**src/rtl/hte_pkg.sv**
```systemverilog
// ----------------------------------------------------------------------------
// hte_pkg: shared types and constants for the Huffman table encoder
// Command codes, table entry layout and the byte queue request format.
// ----------------------------------------------------------------------------
package hte_pkg;

  localparam int unsigned MAX_CODE_LEN = 32;

  localparam int unsigned SYM_W       = 8;
  localparam int unsigned CODE_W      = 32;
  localparam int unsigned LEN_W       = 6;
  localparam int unsigned BYTE_W      = 8;
  localparam int unsigned PEND_W      = BYTE_W - 1;
  localparam int unsigned CNT_W       = 3;
  localparam int unsigned WORD_W      = BYTE_W + CODE_W;
  localparam int unsigned NB_W        = 3;
  localparam int unsigned BIDX_W      = 2;
  localparam int unsigned TABLE_DEPTH = 1 << SYM_W;
  localparam int unsigned Q_DEPTH     = 2;
  localparam int unsigned QPTR_W      = $clog2(Q_DEPTH);
  localparam int unsigned QCNT_W      = $clog2(Q_DEPTH + 1);

  // stored length saturates to the smaller of the code field and the max length
  localparam logic [LEN_W-1:0] LEN_CAP =
    LEN_W'((MAX_CODE_LEN < CODE_W) ? MAX_CODE_LEN : CODE_W);

  typedef enum logic [1:0] {
    CMD_LOAD   = 2'd0,
    CMD_ENCODE = 2'd1,
    CMD_FLUSH  = 2'd2
  } cmd_e;

  typedef struct packed {
    logic [LEN_W-1:0]  len;
    logic [CODE_W-1:0] code;
  } tbl_entry_t;

  // left-aligned bit word, number of complete bytes in it, final-byte flag
  typedef struct packed {
    logic [WORD_W-1:0] word;
    logic [NB_W-1:0]   nbytes;
    logic              last;
  } pack_req_t;

endpackage

```
**src/rtl/hte_byte_queue.sv**
```systemverilog
// ----------------------------------------------------------------------------
// hte_byte_queue: byte word queue and serializer
// Holds up to two packed words and hands out their bytes one per request.
// ----------------------------------------------------------------------------
module hte_byte_queue (
  input  logic                           clk_i,
  input  logic                           rst_ni,
  input  logic                           push_i,
  input  hte_pkg::pack_req_t             req_i,
  output logic                           full_o,
  output logic                           out_valid_o,
  input  logic                           out_stall_i,
  output logic [hte_pkg::BYTE_W-1:0]     packed_byte_o,
  output logic                           last_of_run_o
);

  hte_pkg::pack_req_t                ent_q [hte_pkg::Q_DEPTH];
  logic [hte_pkg::QPTR_W-1:0]        wr_ptr_q, rd_ptr_q;
  logic [hte_pkg::QCNT_W-1:0]        cnt_q, cnt_d;
  logic [hte_pkg::BIDX_W-1:0]        bi_q;
  hte_pkg::pack_req_t                head;
  logic [hte_pkg::WORD_W-1:0]        head_sh;
  logic                              out_acc, last_byte, pop;

  assign head      = ent_q[rd_ptr_q];
  assign head_sh   = head.word << {bi_q, 3'b000};
  assign last_byte = (hte_pkg::NB_W'(bi_q) + hte_pkg::NB_W'(1)) >= head.nbytes;

  assign out_valid_o   = (cnt_q != '0);
  assign full_o        = (cnt_q == hte_pkg::QCNT_W'(hte_pkg::Q_DEPTH));
  assign packed_byte_o = head_sh[hte_pkg::WORD_W-1 -: hte_pkg::BYTE_W];
  assign last_of_run_o = head.last;

  assign out_acc = out_valid_o && !out_stall_i;
  assign pop     = out_acc && last_byte;

  always_comb begin
    cnt_d = cnt_q;
    if (push_i && !pop) begin
      cnt_d = cnt_q + hte_pkg::QCNT_W'(1);
    end else if (pop && !push_i) begin
      cnt_d = cnt_q - hte_pkg::QCNT_W'(1);
    end
  end

  always_ff @(posedge clk_i or negedge rst_ni) begin
    if (!rst_ni) begin
      wr_ptr_q <= '0;
      rd_ptr_q <= '0;
      cnt_q    <= '0;
      bi_q     <= '0;
    end else begin
      cnt_q <= cnt_d;
      if (push_i) begin
        wr_ptr_q <= wr_ptr_q + hte_pkg::QPTR_W'(1);
      end
      if (pop) begin
        rd_ptr_q <= rd_ptr_q + hte_pkg::QPTR_W'(1);
        bi_q     <= '0;
      end else if (out_acc) begin
        bi_q <= bi_q + hte_pkg::BIDX_W'(1);
      end
    end
  end

  always_ff @(posedge clk_i) begin
    if (push_i) begin
      ent_q[wr_ptr_q] <= req_i;
    end
  end

endmodule

```
**config.mk**
```make
export PLATFORM = sky130hd
export DESIGN_NAME = hte_byte_queue
export DESIGN_NICKNAME = d
export VERILOG_FILES = /design/src/rtl/hte_pkg.sv /design/src/rtl/hte_byte_queue.sv
export SDC_FILE = /design/constraint.sdc
export NUM_CORES = 1
export LEC_CHECK = 0
export ABC_AREA = 1
export BUFFER_PORTS_ARGS = -buffer_cell sky130_fd_sc_hd__buf_2
export CAP_MARGIN = 20
export CORE_MARGIN = 4
export CORE_UTILIZATION = 54
export DETAILED_ROUTE_END_ITERATION = 8
export GPL_TIMING_DRIVEN = 0
export PLACE_DENSITY = 0.77
export SETUP_SLACK_MARGIN = 0.15
export SYNTH_ARGS = -nofsm -noshare
export SYNTH_HDL_FRONTEND = slang
export SYNTH_SLANG_ARGS = --single-unit
```
**constraint.sdc**
```tcl
create_clock -name clk_i -period 6.1 [get_ports clk_i]
set_input_delay 0.915 -clock clk_i [delete_from_list [all_inputs] [get_ports clk_i]]
set_output_delay 0.915 -clock clk_i [all_outputs]
set_load 0.05 [all_outputs]
```
# ---- Word level (Yosys, flattened, before mapping)
# Memories as Yosys holds them, arrays and structs flattened.
# Cells that the tools add are included.
dict set report op_classes {
  n_reduce_logical 10
  n_addsub 6
  shift 1
  magnitude_cmp 1
  n_eq_ne 1
  muxes 6
}
# cell n
set ops {}
lappend ops {{$shl 40x5->40} 1}
lappend ops {{$mux 2} 4}
lappend ops {{$reduce_bool 2->1} 3}
lappend ops {{$add 2x1->2 const B} 2}
lappend ops {{$logic_and 1x1->1} 4}
lappend ops {{$add 2x1->3 const B} 1}
lappend ops {{$ge 3x3->1} 1}
lappend ops {{$logic_not 1->1} 3}
lappend ops {{$add 1x1->1 const B} 2}
lappend ops {{$eq 2x2->1 const B} 1}
lappend ops {{$mux 1} 2}
lappend ops {{$sub 2x1->2 const B} 1}
dict set report word_totals {
  regBits 6
  mem_count 1
  ram_bits 88
  in_bits 48
}
# name words word_bits read_ports rd_ports_with_merged_regs wr line_no
set mem_list {}
lappend mem_list {ent_q 2 44 1 0 1 hte_byte_queue.sv:17} ;# hte_pkg::pack_req_t ent_q [hte_pkg::Q_DEPTH];

# ---- Longest topological paths before layout
# Gate-level depths: netlist of run 1.
dict set report logic_depth {
  depth_word 6
  depth_mapped 15
  mapped_depth_nobuf 14
}

# ---- Least setup slack after synthesis of run 1
# OpenSTA, ideal clock, no wires.
dict set report synth_path {
  path_type {input -> register}
  from {input port push_i}
  to {memory ent_q[0][0] (netlist bit) (enable)}
  path_slack_ns 3.199
  setup_ns 0.430
  arrival_time_ns 2.471
  stages 2
  n_path_buf 0
  cell_sequence {inv_1 > nor2_1}
}
dict set report synth_via {
  elab_chain_cells 2
}
# item line_no
set synth_lines {}
lappend synth_lines {{start, declared} hte_byte_queue.sv:8} ;# input logic push_i,
lappend synth_lines {{$mux 1} hte_byte_queue.sv:67} ;# if (push_i) begin
lappend synth_lines {{$mux 1 (implied by the code)} hte_byte_queue.sv:68} ;# ent_q[wr_ptr_q] <= req_i;
lappend synth_lines {{end, declared} hte_byte_queue.sv:17}
# Every way passes these cells.

# ---- Worst setup path after layout of run 1
dict set report layout_path {
  from {register bi_q[0] (netlist bit)}
  to {output port packed_byte_o[4] (netlist bit)}
}
dict set report layout_via {
  elab_chain_cells 1
}
# item line_no
set layout_lines {}
lappend layout_lines {{start, declared} hte_byte_queue.sv:20} ;# logic [hte_pkg::BIDX_W-1:0] bi_q;
lappend layout_lines {{start signal, assigned} hte_byte_queue.sv:61} ;# bi_q <= bi_q + hte_pkg::BIDX_W'(1);
lappend layout_lines {{$shl 40x5->40} hte_byte_queue.sv:26} ;# assign head_sh = head.word << {bi_q, 3'b000};
lappend layout_lines {{end, declared} hte_byte_queue.sv:13} ;# output logic [hte_pkg::BYTE_W-1:0] packed_byte_o,
# Every way passes these cells.

==> results of run 1 <==
-- registers in the layout, summed over array words and instances, names as in the netlist --
name / count
cnt_q: 2
bi_q: 2
ent_q: 72
wr_ptr_q: 1
rd_ptr_q: 1
-- kinds of logic after synthesis --
group,after synthesis
adders and majority gates,5
and+or+nand+nor,163
AOI/OAI and AO/OA,2
DFF,78
muxes,2
buffers and inverters,86
xor gates and xnor gates,3
-- worst register-to-register path, cell delays in order, from the launching register on --
cell and delay (ns):
dfrtp_1 0.39, buf_6 0.19, buf_12 0.15, mux2i_1 0.21, ha_1 0.27, a21oi_1 0.24
nand2_1 0.11, nand2_1 0.09, ha_1 0.26, nand3b_1 0.19, xor2_1 0.15
-- routing by layer --
layer	vias to the layer above	part of all wire, %	GRT usage [%]
met5	-	0	0
met3	12	7.5	5.07
met2	68	47	28.8
met4	0	1.6	6.36
met1	1059	44	23.1
li1	1185	-	-
-- Yosys cell counts --
master      n  area share [%]
buf_6       2            0.64
buf_2       2            0.28
dfrtp_1     6             4.2
inv_1      73             7.7
nor2_1      2            0.21
nand3_2     3            0.85
a21oi_1     1            0.14
inv_2       2            0.21
a21oi_4     1            0.46
nand2_1   125              13
clkbuf_8    1            0.39
nand4_1     2            0.35
xnor2_1     1            0.25
ha_1        5             1.8
buf_8       1            0.42
buf_4       2            0.42
mux2i_1     2            0.57
nand3_1    30             4.2
xor2_1      2            0.50
nand3b_1    1            0.21
edfxtp_1   72              61
buf_12      3             1.7
-- per-stage QoR --
stage	utilization (%)	area, sq um	setup WS, ns
finish	64.5	4090	3.36
global route	64.5	4090	3.23
CTS	64.5	4090	3.34
detailed placement	61.6	3910	3.73
global placement	61.2	3880	2.23
floorplan	-	3540	3.20
-- area by class of cell --
class                           instances  area (sq um)
Inverter                               75           282
Buffer                                 11           136
Fill cell                             491          2260
Timing Repair Buffer                   51           270
Clock buffer                           12           135
Sequential cell                        78          2310
Tap cell                               77          96.3
Clock inverter                          4          47.5
Multi-Input combinational cell        175           815
-- worst paths after layout --
kind                                      startpoint              endpoint  slack, ns  cells past startpoint
worst max-delay path             bi_q[0]$_DFFE_PN0P_      packed_byte_o[4]       3.36                      8
worst min-delay path                          rst_ni  cnt_q[1]$_DFFE_PN0P_       0.38                      1
worst max register to register  rd_ptr_q$_DFFE_PN0P_  cnt_q[1]$_DFFE_PN0P_       3.76                     10
worst min register to register  cnt_q[0]$_DFFE_PN0P_  cnt_q[0]$_DFFE_PN0P_       0.53                      1
max in group asynchronous                     rst_ni   bi_q[1]$_DFFE_PN0P_       5.57                      1
min in group clk_i              cnt_q[0]$_DFFE_PN0P_  cnt_q[0]$_DFFE_PN0P_       0.53                      1
-- power by group --
part | internal (uW) | switching [uW]
Sequential | 715 | 36.1
Combinational | 291 | 645
Clock | 188 | 172
==> metrics.txt, run 1 <==
Nets=454; GP Congestion=0.830; # IOs=59; Yosys cell types=22; Critical Path RT=5.18 ns; vias per cell=4.81; Final Non-Filler Cells=483; Via Count=2324; largest family of logic cells by synthesized area=simple AND/OR/NAND/NOR gates; Hold-fix buffers, CTS=0; drt drc=0; Crit path max-delay family=buffers and inverters; simple-gate portion of the synthesized area=19.1%; Yosys reg bits=78; antenna cells=0; TNS Setup=0 ns; grt ovf=0; warnings from Yosys=0; Critical Path AT=1.82 ns; most common cell after layout, fill and taps aside=nand2_1; initial antenna violation count=0; CP endpoint kind=primary output; worst-path fanout max=10; CP max-delay cell=dfrtp_1; Starting DRT DRC Count=167; CP most frequent cell=nand2_1; CP max stage delay=0.42 ns; post-synth net total=392; first-pass GRT wire length=10300 um; Rel. slew slack=46.7%; WHS=0.379 ns; post-detail-place hpwl=4320 um; PD cells=500 mW/mm^2; Horiz. Die Dim=88.9 um; Clk pin slew, worst setup/hold paths=0.08 ns; maximum VDD drop=0.000504 V; Initial Util=55.7%; Synth Cell Area=0.00354 sq mm; Synth Area per Inst=10.4 sq um; Resize count post-CTS=0; Final Skew=0.00777 ns; vias in the first global route=2246; xor/xnor share of the synthesized area=0.743%; post-synthesis sequential area ratio=65.4%; max cap viols=0; DIE AREA=0.00791 sq mm; WL/cell=13.1 um; CTS tree=yes; Min Clock Period, post-route=2.74 ns; post-synthesis mux area share=0.566%; Buffers on Ports=50; Synth Area in Compound Gates=0.601%; Slew Viols, Final=0; clock buffer count from CTS=9; antenna-violating nets left=0; First-pass DRT Iterations=4; setup repair after global routing missed its margin=no; CTS Sinks=78; clk buf depth=2; core footprint=0.00635 sq mm; P_leak=0.00199 uW; Area Growth Syn to Fin=15.7%; Total GRT Usage=17.8%; largest net degree at the start of global routing=37; Setup violations, final=0; Die Y=88.9 um; status=complete, no violations; total power=2050 uW; WP buf/inv=4; Crit Path Class=reg2out; Synth Instances=339; root buffer cell=clkbuf_8; Final period util=44.9%; commonest non-fill, non-tap cells in the layout=125 x nand2_1, 72 x inv_1, 72 x edfxtp_1; setup bufs post-CTS=0; Tightest Pin Transition=0.799 ns; Hold/Removal Path Class=in2async; final hold vios=0; Total Wirelength=6340 um; Placed Cells=467; share of cells above drive strength 1=20.4%; critical path cell sequence=buf_6 -> inv_2 -> buf_8 -> nand3_1 -> nand2_1 -> nand2_1 -> nand2_1 -> buf_2; clk_lat worst skew=0.34 ns; f_max=0.365 GHz; H-tree depth reported by CTS=3; startpoint types=flip-flop; area share of fa/ha/maj cells after synthesis=1.77%; row count=29
Power figures use the tool's default switching activity.
==> run 2: changes to the inputs <==
ABC_AREA = 0   (was 1)
CORE_UTILIZATION = 49   (was 54)
PLACE_DENSITY = 0.75   (was 0.77)
clock period = 2.5 ns   (was 6.1 ns; I/O delays follow)
==> run 2 against run 1 <==
Compared with the run above: die area shrank 3.2%; cell area fell by 8.1%; wire length decreased by 16%; final cell count shrank 41%; largest power group unchanged; clock skew barely moved; highest routed layer unchanged.
==> metrics.txt, run 2 <==
status=complete, no violations; clk buf depth=2 (unchanged); share of cells above drive strength 1=46.2% (+26 points); post-detail-place hpwl=3550 um (-18%); P_leak=0.00141 uW (-29%); maximum VDD drop=0.000762 V (+51%); Rel. slew slack=43.9% (-2.8 points); most common cell after layout, fill and taps aside=edfxtp_1; antenna-violating nets left=0 (unchanged); Area Growth Syn to Fin=21.4%; pre-CTS WS=-0.0118 ns (-3.74 ns); vias per cell=5.40 (+12%); Post-synth ARST share=7.69% (unchanged); clock buffer count from CTS=9 (unchanged); Clk pin slew, worst setup/hold paths=0.07 ns (about the same); reg2reg start=rd_ptr_q$_DFFE_PN0P_; Via Count=1538 (-34%); top cell type's share of synthesized area=69.8% (+8.7 points); EDFF count, synth=72 (unchanged); area share of fa/ha/maj cells after synthesis=2.02% (+0.25 points); Total Wirelength=5320 um (-16%); # IOs=59 (unchanged); setup ws final=0.193 ns (-3.17 ns); CP max stage delay=0.55 ns (+0.13 ns); synth top area cells=edfxtp_1 70%, mux4_1 14%, dfrtp_1 4.8%, mux2_2 3.6%, ha_1 2.0%; warnings from Yosys=0 (unchanged); drt drc=0 (unchanged); Yosys cell types=21 (-4.5%); placed cell area=0.00348 sq mm (-11%); Min Clock Period, post-route=2.31 ns; antenna cells=0 (unchanged); Yosys reg bits=78 (unchanged); core footprint=0.00603 sq mm (-5.1%); largest net degree at the start of global routing=37 (unchanged); initial antenna violation count=0 (unchanged); Synth Area in Compound Gates=0.727% (+0.13 points); Synth Instances=138 (-59%); Fillers=427 (-13%); ys flop type=edfxtp_1; Tightest Pin Transition=0.841 ns (+0.0420 ns); Final period util=92.3%; post-synthesis mux area share=17.9% (+17 points); Crit Path Class=reg2out; Synth Area per Inst=22.4 sq um (+120%); CP endpoint kind=primary output; grt ovf=0 (unchanged); r2r endpoint=cnt_q[1]$_DFFE_PN0P_; Setup violations, final=0 (unchanged); reg2reg path depth=10 (unchanged); CP most frequent cell=buf_6; Critical Path RT=2.12 ns (-3.06 ns); area leader, netlist=edfxtp_1; Initial Util=51.4% (-4.3 points); critical path cell sequence=buf_6 -> mux4_1 -> mux2_2 -> buf_6; xor/xnor share of the synthesized area=1.41% (+0.67 points); Critical Path AT=1.93 ns (+0.11 ns); CP max-delay cell=mux4_1; f_max=0.434 GHz; Starting DRT DRC Count=94 (-44%); GP Congestion=0.708 (-15%); Reg2Reg Setup Slack=0.25 ns (-3.51 ns); max reg flops=72 (unchanged); WL/cell=18.7 um (+42%); DIE AREA=0.00766 sq mm (-3.2%); PD cells=1270 mW/mm^2 (+150%); hold depth=1; clk_lat worst skew=0.33 ns (about the same); largest registers=ent_q: 72 flops, bi_q: 2 flops, cnt_q: 2 flops; final hold vios=0 (unchanged); simple-gate portion of the synthesized area=2.18% (-17 points); worst-path fanout max=5 (-5); post-synth net total=191 (-51%); largest register by flop count=ent_q; Synth top cells by count=72 x edfxtp_1, 16 x mux4_1, 10 x mux2_2, 6 x dfrtp_1, 5 x ha_1; Die Y=87.5 um (-1.6%); setup repair after global routing missed its margin=yes; vias in the first global route=1692 (-25%); Hold EP=ent_q[0][23]$_DFFE_PP_; Nets=258 (-43%); H-tree depth reported by CTS=3 (unchanged); First-pass DRT Iterations=4 (unchanged); Final Skew=0.00802 ns (+0.000251 ns); WHS=0.225 ns (-0.154 ns); startpoint types=flip-flop; CTS Sinks=78 (unchanged); row count=28 (-3.4%); Hold/Removal Path Class=in2reg; largest family of logic cells by synthesized area=multiplexers; Final Instance Area=0.00376 sq mm (-8.1%); Synth Cell Area=0.00310 sq mm (-12%); CTS tree=yes; most frequent cell after synthesis=edfxtp_1; post-synthesis sequential area ratio=74.6% (+9.3 points); Total GRT Usage=15.2% (-2.6 points); Slew Viols, Final=0 (unchanged); first-pass GRT wire length=8360 um (-19%); Buffers on Ports=50 (unchanged); max cap viols=0 (unchanged); Horiz. Die Dim=87.5 um (-1.6%); hold wc startpoint=req_i[23]; commonest non-fill, non-tap cells in the layout=72 x edfxtp_1, 42 x buf_2, 11 x buf_6; root buffer cell=clkbuf_8; total power=4770 uW (+130%)
## run 2: report_power, final
part	switching, uW	total [uW]	internal (uW)
logic	1100	1950	853
clock network	411	968	556
registers	105	1850	1750
## run 2: timing repair
item,in CTS,in global routing
cloned,2,0
endpoints found under the hold margin,6,0
endpoints found under the setup margin,10,9
pin swaps,0,3
hold buffers,1,0
setup buffers,2,0
resized for setup,19,15
## run 2: logic make-up (layout without fill, tap and decap cells)
family                   count (synthesis)  in the layout
flip-flops                              78             78
multiplexers                            28             28
buffers and inverters                    5             77
AND/OR/NAND/NOR                         13             13
adder cells (fa/ha/maj)                  5              5
AO/OA/AOI/OAI                            4              4
XOR/XNOR                                 5              5
## run 2: worst max path at each step
| stage | from | to | slack (ns) | depth (start not counted) |
|---|---|---|---|---|
| after floorplan | rd_ptr_q$_DFFE_PN0P_ | cnt_q[1]$_DFFE_PN0P_ | 0.33 | 10 |
| after global placement | rd_ptr_q$_DFFE_PN0P_ | cnt_q[1]$_DFFE_PN0P_ | 0.13 | 9 |
| after detailed placement | rd_ptr_q$_DFFE_PN0P_ | cnt_q[1]$_DFFE_PN0P_ | -0.01 | 10 |
| after CTS | bi_q[0]$_DFFE_PN0P_ | packed_byte_o[0] | 0.13 | 5 |
| after global routing | rd_ptr_q$_DFFE_PN0P_ | cnt_q[1]$_DFFE_PN0P_ | 0.11 | 11 |
| final | rd_ptr_q$_DFFE_PN0P_ | packed_byte_o[2] | 0.19 | 4 |
## run 2: cell type report
class,instances,area (sq um),area share [%]
sequential,78,2310,61.5
clock buffer,11,131,3.49
multi-input combinational,55,737,19.6
clock inverter,5,73.8,1.96
buffer,5,48.8,1.30
tap,75,93.8,2.49
timing repair buffer,56,364,9.68
## run 2: per-stage QoR
| step | instances | util [%] | TNS, ns |
|---|---|---|---|
| CTS | 285 | 62.4 | 0 |
| floorplan | 138 | - | 0 |
| detailed placement | 264 | 57.7 | -0.0118 |
| finish | 285 | 62.4 | 0 |
| global route | 285 | 62.4 | 0 |
| global placement | 263 | 57.2 | 0 |
## run 2: critical path, delay by kind of cell (launching register included)
| family | cells | cell delay, ns |
|---|---|---|
| DFF | 1 | 0.43 |
| muxes | 2 | 0.85 |
| buffers and inverters | 2 | 0.32 |
## run 2: per-layer routing
layer / part of all wire (%) / track usage, % / up-vias / wire length [um]
li1: - / - / 703 / -
met1: 41 / 17.7 / 793 / 2160
met2: 54 / 26.6 / 36 / 2860
met3: 4.9 / 4.26 / 6 / 260
met4: 0.71 / 5.86 / 0 / 38
met5: 0 / 0 / - / 0
==> run 3: changes to the inputs <==
CORE_ASPECT_RATIO = 0.9   (was unset)
==> run 3 against run 2 <==
Compared with the run above: non-clock buffer count grew 2; maximum frequency shrank 2.3%; sequential power is essentially flat; via count shrank 0.78%; first-iteration DRC count shrank 3.2%; core utilization shrank 0.48 points; worst setup slack lost 0.054 ns; final cell count grew 4.2%; combinational power grew 12%; global-route usage shrank 0.60 points; die area is essentially flat; critical path type unchanged.
==> metrics.txt, run 3 (same netlist as run 2, synthesis figures left out) <==
status=complete, no violations; CTS Sinks=78 (unchanged); drt drc=0 (unchanged); clock buffer count from CTS=9 (unchanged); startpoint types=flip-flop; critical path cell sequence=buf_4 -> mux4_1 -> mux2_4 -> buf_8; Rel. slew slack=43.6% (-0.30 points); Crit Path Class=reg2out; WL/cell=19.2 um (+2.7%); Slew Viols, Final=0 (unchanged); vias per cell=5.14 (-4.8%); Min Clock Period, post-route=2.36 ns (+0.0539 ns); Crit path max-delay family=multiplexers; antenna-violating nets left=0 (unchanged); Total GRT Usage=14.6% (-0.60 points); Die Y=83.4 um (-4.7%); Setup violations, final=0 (unchanged); Total Wirelength=5690 um (+7.0%); CTS tree=yes; CP max-delay cell=mux4_1; # IOs=59 (unchanged); Clk pin slew, worst setup/hold paths=0.08 ns (about the same); Via Count=1526 (-0.78%); First-pass DRT Iterations=4 (unchanged); share of cells above drive strength 1=49.5% (+3.3 points); maximum VDD drop=0.000602 V (-21%); PD cells=1270 mW/mm^2 (about the same); core footprint=0.00611 sq mm (+1.5%); H-tree depth reported by CTS=3 (unchanged); final hold vios=0 (unchanged); Initial Util=50.7% (-0.75 points); antenna cells=0 (unchanged); largest registers=ent_q: 72 flops, bi_q: 2 flops, cnt_q: 2 flops; CP endpoint kind=primary output; GP Congestion=0.680 (-3.9%); commonest non-fill, non-tap cells in the layout=72 x edfxtp_1, 42 x buf_2, 15 x mux4_2; largest register by flop count=ent_q; clk buf depth=2 (unchanged); Critical Path AT=1.99 ns (+0.06 ns); Nets=260 (+0.78%); Hold/Removal Path Class=in2reg; Starting DRT DRC Count=91 (-3.2%); row count=27 (-3.6%); max reg flops=72 (unchanged); post-detail-place hpwl=3370 um (-5.2%); max cap viols=0 (unchanged); Final period util=94.4% (+2.2 points); DIE AREA=0.00766 sq mm (about the same); most common cell after layout, fill and taps aside=edfxtp_1; grt ovf=0 (unchanged); root buffer cell=clkbuf_8; Buffers on Ports=50 (unchanged); Tightest Pin Transition=0.846 ns (+0.00446 ns); WHS=0.217 ns (-0.00806 ns); vias in the first global route=1616 (-4.5%); P_leak=0.00141 uW (-0.15%); Area Growth Syn to Fin=22.3%; Final Skew=0.00589 ns (-0.00213 ns); Critical Path RT=2.12 ns (about the same); first-pass GRT wire length=8070 um (-3.5%); largest net degree at the start of global routing=37 (unchanged); CP max stage delay=0.55 ns (about the same); f_max=0.424 GHz (-2.3%); worst-path fanout max=5 (unchanged); Horiz. Die Dim=91.8 um (+4.9%); TNS Setup=0 ns (unchanged); WP buf/inv=2 (unchanged); initial antenna violation count=0 (unchanged); clk_lat worst skew=0.34 ns (about the same); setup repair after global routing missed its margin=yes
## run 3: cell count changes in the layout (fill, tap and decap cells not counted), moves of 5 or more
cell and change:
mux4_2 +7, mux2_2 -7, mux4_1 -7, mux2_4 +7, buf_8 +6, buf_6 -5
## run 3: per-layer routing
layer	GRT usage (%)	up-vias	wire length, um
met2	23.6	57	2870
li1	-	696	-
met4	8.50	0	81
met5	0	-	0
met3	3.17	9	300
met1	18.0	764	2440
## run 3: power breakdown
part	leakage, uW	switching (uW)	internal (uW)
registers	0.000747	123	1750
clock network	0.0000745	412	338
logic	0.000585	1150	1040
total	0.00141	1680	3120
## run 3: layout make-up
class	instances	area, sq um
Buffer	5	48.8
Multi-Input combinational cell	55	751
Clock buffer	10	128
Fill cell	469	2330
Timing Repair Buffer	58	423
Sequential cell	78	2310
Tap cell	87	109
Clock inverter	4	16.3
## run 3: final timing paths
| check | slack, ns | start | to | cells past startpoint |
|---|---|---|---|---|
| worst min-delay path | 0.22 | req_i[2] | ent_q[1][2]$_DFFE_PP_ | 1 |
| max in group asynchronous | 1.96 | rst_ni | rd_ptr_q$_DFFE_PN0P_ | 2 |
| worst min register to register | 0.49 | cnt_q[1]$_DFFE_PN0P_ | cnt_q[1]$_DFFE_PN0P_ | 1 |
| worst max register to register | 0.21 | rd_ptr_q$_DFFE_PN0P_ | cnt_q[1]$_DFFE_PN0P_ | 11 |
| worst max-delay path | 0.14 | rd_ptr_q$_DFFE_PN0P_ | packed_byte_o[7] | 4 |
| min in group asynchronous | 0.38 | rst_ni | bi_q[1]$_DFFE_PN0P_ | 2 |
## run 3: per-stage QoR
step	instance area, sq um	setup WS, ns	util [%]	cells	power (uW)
finish	3790	0.139	62.0	297	4810
global route	3790	0.0642	62.0	297	5070
CTS	3680	0.108	60.2	293	4390
detailed placement	3490	0.106	57.1	276	3570
global placement	3460	0.157	56.6	275	3480
floorplan	3100	0.334	-	138	3150
## run 3: what timing repair did
action                                 4_1_cts  5_1_grt
setup buffers                                1        3
setup endpoints to repair                    9        9
hold buffers                                 1        0
endpoints found under the hold margin        6        0
gates resized for setup                      9       53
gates cloned                                 1        1
pin swaps                                    0        6
